--- config.mk ---
export PLATFORM = sky130hd
export DESIGN_NAME = hysteresis_beat_period_detector
export DESIGN_NICKNAME = d
export VERILOG_FILES = /design/src/rtl/core/hbpd_pkg.sv /design/src/rtl/core/hbpd_in_stage.sv /design/src/rtl/core/hbpd_core.sv /design/src/rtl/core/hysteresis_beat_period_detector.sv
export SDC_FILE = /design/constraint.sdc
export NUM_CORES = 1
export LEC_CHECK = 0
export ABC_CLOCK_PERIOD_IN_PS = 4750
export BUFFER_PORTS_ARGS = -buffer_cell sky130_fd_sc_hd__buf_4
export CAP_MARGIN = 40
export CORE_ASPECT_RATIO = 1.1
export CORE_MARGIN = 5
export CORE_UTILIZATION = 58
export CTS_CLUSTER_SIZE = 16
export DETAILED_ROUTE_END_ITERATION = 7
export PLACE_DENSITY = 0.8
export SYNTH_ARGS = -nofsm -noshare
export SYNTH_HDL_FRONTEND = slang
export SYNTH_SLANG_ARGS = --single-unit
--- constraint.sdc ---
create_clock -name clk -period 4.75 [get_ports clk]
set_clock_uncertainty 0.2 [all_clocks]
set_input_delay 0.95 -clock clk [delete_from_list [all_inputs] [get_ports clk]]
set_output_delay 0.95 -clock clk [all_outputs]
set_load 0.01 [all_outputs]
--- src/rtl/core/hbpd_pkg.sv ---
package hbpd_pkg;

  localparam int SAMPLE_BITS    = 10;
  localparam int COUNT_BITS     = 16;
  localparam int OUT_CNT_BITS   = 16;
  localparam int CFG_INDEX_BITS = 2;

  localparam int IN_TDATA_BITS  = ((SAMPLE_BITS + 7) / 8) * 8;
  localparam int OUT_FIELD_BITS = 2 + 2 * OUT_CNT_BITS;
  localparam int OUT_TDATA_BITS = ((OUT_FIELD_BITS + 7) / 8) * 8;

  typedef logic [SAMPLE_BITS-1:0]    sample_t;
  typedef logic [COUNT_BITS-1:0]     count_t;
  typedef logic [OUT_CNT_BITS-1:0]   out_cnt_t;
  typedef logic [CFG_INDEX_BITS-1:0] cfg_index_t;

  // register indexes
  localparam cfg_index_t CFG_LOW  = CFG_INDEX_BITS'(0);
  localparam cfg_index_t CFG_MID  = CFG_INDEX_BITS'(1);
  localparam cfg_index_t CFG_HIGH = CFG_INDEX_BITS'(2);

  localparam sample_t LOW_RST  = SAMPLE_BITS'(29);
  localparam sample_t MID_RST  = SAMPLE_BITS'(46);
  localparam sample_t HIGH_RST = SAMPLE_BITS'(53);

  typedef struct packed {
    logic    sample_valid;
    sample_t sample;
  } in_item_t;

  // stage register contents handed to the core
  typedef struct packed {
    logic     vld;
    in_item_t item;
  } stage_t;

  // packed with the first field in the highest bits
  typedef struct packed {
    logic     level_is_high;
    out_cnt_t beat_period;
    out_cnt_t beats_seen;
    logic     beat;
  } result_t;

endpackage

--- src/rtl/core/hbpd_in_stage.sv ---
module hbpd_in_stage (
  input  logic                                 clk,
  input  logic                                 rst_n,
  input  logic                                 in_tvalid,
  output logic                                 in_tready,
  input  logic [hbpd_pkg::IN_TDATA_BITS-1:0]   in_tdata,
  input  logic                                 in_tuser,
  input  logic                                 advance,
  output hbpd_pkg::stage_t                     stage
);

  logic               vld_r;
  logic               vld_nxt;
  hbpd_pkg::in_item_t item_r;
  logic               accept;

  assign in_tready = !vld_r || advance;
  assign accept    = in_tvalid && in_tready;

  always_comb begin
    vld_nxt = vld_r;
    if (accept) begin
      vld_nxt = 1'b1;
    end else if (advance) begin
      vld_nxt = 1'b0;
    end
  end

  always_ff @(posedge clk) begin
    if (!rst_n) begin
      vld_r <= 1'b0;
    end else begin
      vld_r <= vld_nxt;
    end
  end

  always_ff @(posedge clk) begin
    if (accept) begin
      item_r.sample_valid <= in_tuser;
      item_r.sample       <= in_tdata[hbpd_pkg::SAMPLE_BITS-1:0];
    end
  end

  assign stage.vld  = vld_r;
  assign stage.item = item_r;

endmodule

--- src/rtl/core/hbpd_core.sv ---
module hbpd_core (
  input  logic                                 clk,
  input  logic                                 rst_n,
  input  logic                                 cfg_we,
  input  hbpd_pkg::cfg_index_t                 cfg_index,
  input  hbpd_pkg::sample_t                    cfg_wdata,
  input  hbpd_pkg::stage_t                     stage,
  output logic                                 advance,
  output logic                                 out_tvalid,
  input  logic                                 out_tready,
  output hbpd_pkg::result_t                    result
);

  hbpd_pkg::sample_t low_thr_r, mid_thr_r, high_thr_r;

  logic             level_r, level_nxt;
  logic             low_arm_r, low_arm_nxt;
  logic             high_arm_r, high_arm_nxt;
  hbpd_pkg::count_t beat_total_r, beat_total_nxt;
  hbpd_pkg::count_t tick_r, tick_nxt;
  hbpd_pkg::count_t period_r, period_nxt;
  logic             beat_nxt;

  logic              out_vld_r, out_vld_nxt;
  hbpd_pkg::result_t result_r;

  hbpd_pkg::sample_t s;
  logic              sv;

  assign s  = stage.item.sample;
  assign sv = stage.item.sample_valid;

  assign advance = stage.vld && (!out_vld_r || out_tready);

  always_ff @(posedge clk) begin
    if (!rst_n) begin
      low_thr_r  <= hbpd_pkg::LOW_RST;
      mid_thr_r  <= hbpd_pkg::MID_RST;
      high_thr_r <= hbpd_pkg::HIGH_RST;
    end else if (cfg_we) begin
      unique case (cfg_index)
        hbpd_pkg::CFG_LOW:  low_thr_r  <= cfg_wdata;
        hbpd_pkg::CFG_MID:  mid_thr_r  <= cfg_wdata;
        hbpd_pkg::CFG_HIGH: high_thr_r <= cfg_wdata;
        default: ;
      endcase
    end
  end

  // one tick: transition first, then the arm checks on the same sample
  always_comb begin
    level_nxt      = level_r;
    low_arm_nxt    = low_arm_r;
    high_arm_nxt   = high_arm_r;
    beat_total_nxt = beat_total_r;
    period_nxt     = period_r;
    tick_nxt       = tick_r;
    beat_nxt       = 1'b0;
    if (sv) begin
      if (!level_r) begin
        if ((s > mid_thr_r) && low_arm_r) begin
          level_nxt      = 1'b1;
          beat_nxt       = 1'b1;
          beat_total_nxt = beat_total_r + hbpd_pkg::COUNT_BITS'(1);
          period_nxt     = tick_r;
          tick_nxt       = '0;
          high_arm_nxt   = 1'b0;
        end
      end else begin
        if ((s < mid_thr_r) && high_arm_r) begin
          level_nxt   = 1'b0;
          low_arm_nxt = 1'b0;
        end
      end
      if (s <= low_thr_r) begin
        low_arm_nxt = 1'b1;
      end
      if (s >= high_thr_r) begin
        high_arm_nxt = 1'b1;
      end
    end
    tick_nxt = tick_nxt + hbpd_pkg::COUNT_BITS'(1);
  end

  always_comb begin
    out_vld_nxt = out_vld_r;
    if (advance) begin
      out_vld_nxt = 1'b1;
    end else if (out_tready) begin
      out_vld_nxt = 1'b0;
    end
  end

  always_ff @(posedge clk) begin
    if (!rst_n) begin
      level_r      <= 1'b1;
      low_arm_r    <= 1'b0;
      high_arm_r   <= 1'b0;
      beat_total_r <= '0;
      tick_r       <= '0;
      period_r     <= '0;
      out_vld_r    <= 1'b0;
    end else begin
      out_vld_r <= out_vld_nxt;
      if (advance) begin
        level_r      <= level_nxt;
        low_arm_r    <= low_arm_nxt;
        high_arm_r   <= high_arm_nxt;
        beat_total_r <= beat_total_nxt;
        tick_r       <= tick_nxt;
        period_r     <= period_nxt;
      end
    end
  end

  always_ff @(posedge clk) begin
    if (advance) begin
      result_r.beat          <= beat_nxt;
      result_r.beats_seen    <= hbpd_pkg::OUT_CNT_BITS'(beat_total_nxt);
      result_r.beat_period   <= hbpd_pkg::OUT_CNT_BITS'(period_nxt);
      result_r.level_is_high <= level_nxt;
    end
  end

  assign out_tvalid = out_vld_r;
  assign result     = result_r;

  a_beat_means_high: assert property (@(posedge clk) disable iff (!rst_n)
    out_vld_r && result_r.beat |-> result_r.level_is_high)
    else $error("beat reported while level is low");

  a_beat_restarts_ticks: assert property (@(posedge clk) disable iff (!rst_n)
    advance && beat_nxt |=> tick_r == hbpd_pkg::COUNT_BITS'(1))
    else $error("tick counter not restarted on beat");

  a_no_sample_holds_level: assert property (@(posedge clk) disable iff (!rst_n)
    advance && !sv |=> $stable(level_r) && $stable(low_arm_r) && $stable(high_arm_r)
      && !result_r.beat)
    else $error("level logic moved without a sample");

  a_result_tracks_total: assert property (@(posedge clk) disable iff (!rst_n)
    advance |=> result_r.beats_seen == hbpd_pkg::OUT_CNT_BITS'(beat_total_r))
    else $error("beats_seen out of step with beat total");

endmodule

--- src/rtl/core/hysteresis_beat_period_detector.sv ---
// An input transaction goes into the input register; the tick update then feeds
// the result register, which drives out_tvalid. Throughput: one transaction per
// cycle unless out_tready stalls, with the ready path running back from out_tready.
// Reset (rst_n low at a clock edge): thresholds to 29/46/53, level high,
// arms cleared, beat/tick/period counters zero, both pipeline stages empty.
module hysteresis_beat_period_detector (
  input  logic                                 clk,
  input  logic                                 rst_n,
  input  logic                                 in_tvalid,
  output logic                                 in_tready,
  input  logic [hbpd_pkg::IN_TDATA_BITS-1:0]   in_tdata,   // sample
  input  logic                                 in_tuser,   // sample_valid
  output logic                                 out_tvalid,
  input  logic                                 out_tready,
  output logic [hbpd_pkg::OUT_TDATA_BITS-1:0]  out_tdata,  // beat, beats_seen,
                                                           // beat_period, level_is_high
  input  logic                                 cfg_we,
  input  hbpd_pkg::cfg_index_t                 cfg_index,
  input  hbpd_pkg::sample_t                    cfg_wdata
);

  hbpd_pkg::stage_t  stage;
  hbpd_pkg::result_t result;
  logic              advance;

  hbpd_in_stage u_in_stage (
    .clk       (clk),
    .rst_n     (rst_n),
    .in_tvalid (in_tvalid),
    .in_tready (in_tready),
    .in_tdata  (in_tdata),
    .in_tuser  (in_tuser),
    .advance   (advance),
    .stage     (stage)
  );

  hbpd_core u_core (
    .clk        (clk),
    .rst_n      (rst_n),
    .cfg_we     (cfg_we),
    .cfg_index  (cfg_index),
    .cfg_wdata  (cfg_wdata),
    .stage      (stage),
    .advance    (advance),
    .out_tvalid (out_tvalid),
    .out_tready (out_tready),
    .result     (result)
  );

  assign out_tdata = hbpd_pkg::OUT_TDATA_BITS'(result);

endmodule

==> results.cfg <==
[status]
status = finished clean

[power_and_ir_drop]
switching_share = 0.227
pwr-share-comb = 0.070
peakVddDrop_uv = 220
pwr-share-clk = 0.486
seqPwrFrac = 0.444
p_per_area_mw_per_mm2 = 361
p_sw_uw = 606
internal_power_uw = 2060
p_leak_uw = 0.00283

[setup_path]
r2r_start = u_in_stage.stage[9]
start_kind = flip-flop
crit_buf_inv = 0
worstPathMaxFanout = 12
arrival_ns = 3.89
startpoint = u_in_stage.stage[9]
crit_family = simple AND/OR/NAND/NOR gates
crit_path_end_kind = flip-flop
max_stage_delay_ns = 0.61
cp_common_cell = ha_1
crit_type = flip-flop to flip-flop
worst_path_max_delay_cell = o31ai_4
path_cells = ha_1, nand4_1, o31ai_4, or2_2, and2_1, ha_1, nand3_1, nor4_1, nor4b_1, o22ai_1, o21ai_0
crit_required_ns = 4.89

[cts]
cts_made_buffers = 17
ctsHoldBuffers = 0
cts_resized = 0
root_buffer = clkbuf_16
cts_buffer_depth = 2
clkTransAtPathRegs_ns = 0.06
clock_latency_ns = 0.41
cts_tree = yes
cts_setup_buffers = 0
cts_sinks = 128
h-tree-depth = 4

[placed_design]
place_congestion = 0.869
dp_slack_ns = 1.16
dpl.hpwl_mm = 9.13
port_buffers = 63

[sta]
slew_violations = 0
fmax_ghz = 0.267
period_needed_ns = 3.75
final_hold_viol_count = 0
setup_violations = 0
tightest_slew_ns = 0.770
fin_crit_sh = 0.790
slew_headroom = 0.486
setup_tns_ns = 0
rsz0062_at_grt = false
layout_setup_ws_ns = 0.999

[yosys]
synth-edff-count = 45
syn_area_per_cell_um2 = 9.51
yosysWarnings = 0
async_flop_share = 0
synthesis.area_mm2 = 0.00620
postSynthCellCount = 652
ys_ff_latch = 128
synth_cell_types = 54
yosysSeqAreaShare = 0.486
synth-main-ff-cell = dfxtp_1

[global_route]
grt_pass1_vias = 4896
grt_overflow = 0
antenna_found_initial = 0
grt_start_max_net_pins = 62
grt_pass1_wl_mm = 23.2
grt_usage = 0.227

[cells_and_area]
drive_above_1_share = 0.181
antenna_cells = 0
layout_common_cells = nand2_1, dfxtp_1, buf_4
layout_commonest_cell = nand2_1
final_nets = 771
syn2layout_area_growth_pct = 19.0

[drt]
drt_wl_total_mm = 13.9
drt_iter0_drc = 275
drt-wirelength-per-cell_um = 16.2
detail-route-antenna-nets = 0
num_vias = 5020
vias_per_cell = 5.83
dr.pass1.iters = 5
drc = 0

[hold_path]
holdCritStartpoint = u_core.low_thr_r[7]
hold_class = flip-flop to flip-flop

[floorplan]
die_h_um = 118
dieArea_mm2 = 0.0129
initial_core_util = 0.594
core_mm2 = 0.0104
dieWidth_um = 109
io_pins = 76
rows = 39

[flow_run]
drv_cap = 0
## metrics by stage
stage          hold slack [ns]  utilization  instance area [µm²]  total power, µW  instances
3_5_place_dp             0.246        0.650                 6790             1390        829
5_1_grt                  0.266        0.707                 7380             2760        861
2_1_floorplan            0.231            -                 6220             1310        657
3_3_place_gp             0.239        0.649                 6780             1380        828
6_report                 0.254        0.707                 7380             2660        861
4_1_cts                  0.254        0.707                 7380             2670        861
## worst reg2reg max path, cell delays in order (launching register included)
cell and delay [ns]:
edfxtp_1 0.48, ha_1 0.37, nand4_1 0.20, o31ai_4 0.61, or2_2 0.25, and2_1 0.15, ha_1 0.22, nand3_1 0.20
nor4_1 0.44, nor4b_1 0.37, o22ai_1 0.11, o21ai_0 0.09
## cell families after synthesis
group / after synthesis / synth area share
xor gates and xnor gates: 17 / 0.0240
adders and majority gates: 32 / 0.0646
DFF: 128 / 0.486
buffers and inverters: 80 / 0.0527
muxes: 34 / 0.0581
other: 1 / 0.000605
AOI/OAI and AO/OA: 119 / 0.122
and+or+nand+nor: 241 / 0.192
## synth_stat cells, types with 2 or more instances
| library cell | count | area, µm² |
|---|---|---|
| a211o_1 | 2 | 17.5 |
| a211oi_1 | 4 | 30.0 |
| a21o_1 | 5 | 37.5 |
| a21oi_1 | 41 | 205 |
| a31oi_1 | 2 | 12.5 |
| a41oi_1 | 2 | 17.5 |
| and2_1 | 8 | 50.1 |
| and3_1 | 4 | 25.0 |
| and3b_1 | 2 | 17.5 |
| and4_1 | 4 | 35.0 |
| buf_1 | 7 | 26.3 |
| buf_2 | 3 | 15.0 |
| buf_4 | 6 | 45.0 |
| clkbuf_1 | 28 | 105 |
| dfxtp_1 | 83 | 1660 |
| edfxtp_1 | 45 | 1350 |
| ha_1 | 32 | 400 |
| inv_1 | 35 | 131 |
| mux2_2 | 16 | 180 |
| mux2i_1 | 18 | 180 |
| nand2_1 | 112 | 420 |
| nand2b_1 | 8 | 50.1 |
| nand3_1 | 21 | 105 |
| nand3b_1 | 2 | 15.0 |
| nand4_1 | 8 | 50.1 |
| nor2_1 | 19 | 71.3 |
| nor2b_1 | 3 | 18.8 |
| nor3_1 | 17 | 85.1 |
| nor3b_1 | 3 | 22.5 |
| nor4_1 | 4 | 25.0 |
| nor4b_1 | 5 | 43.8 |
| o211ai_1 | 11 | 82.6 |
| o21ai_0 | 16 | 80.1 |
| o22ai_1 | 11 | 68.8 |
| o311ai_0 | 4 | 35.0 |
| o31ai_1 | 15 | 113 |
| or2_2 | 2 | 12.5 |
| or3_1 | 4 | 25.0 |
| or4_1 | 10 | 75.1 |
| xor2_1 | 16 | 140 |
## state kept, by name, indices dropped and copies added, names as in the netlist
signal	cells
u_core.result	34
u_core.beat_total_r	16
u_core.period_r	16
u_core.tick_r	16
u_in_stage.stage	11
u_core.high_thr_r	10
u_core.low_thr_r	10
u_core.mid_thr_r	10
u_core.high_arm_r	1
u_core.level_r	1
u_core.low_arm_r	1
u_core.out_tvalid	1
u_in_stage.vld_r	1
## final timing paths
check,endpoint,slack [ns],cells after the start
max,u_core.tick_r[10],1.0,11
min,u_core.low_thr_r[7],0.25,2
max reg2reg,u_core.tick_r[10],1.0,11
min reg2reg,u_core.low_thr_r[7],0.25,2
## cell type report
type	count	area, µm²
sequential	128	3010
timing repair buffer	73	548
clock buffer	17	425
clock inverter	15	168
fill	794	3060
tap	143	179
multi-input combinational	449	2910
inverter	36	135
## per-layer routing
layer / vias to the layer above / routed length, µm / GRT usage
met2: 161 / 6900 / 0.369
li1: 2429 / - / -
met4: 0 / 275 / 0.0813
met3: 26 / 856 / 0.0638
met1: 2404 / 5900 / 0.289
met5: - / 0 / 0
## power by group through the flow
stage                     Combinational, µW  Clock, µW  Sequential, µW
after floorplan                         104          0            1210
after global placement                  175          0            1200
after detailed placement                183          0            1210
after CTS                               186       1310            1180
after global routing                    207       1370            1180
final                                   185       1290            1180
(Power assumes the default switching activity.)
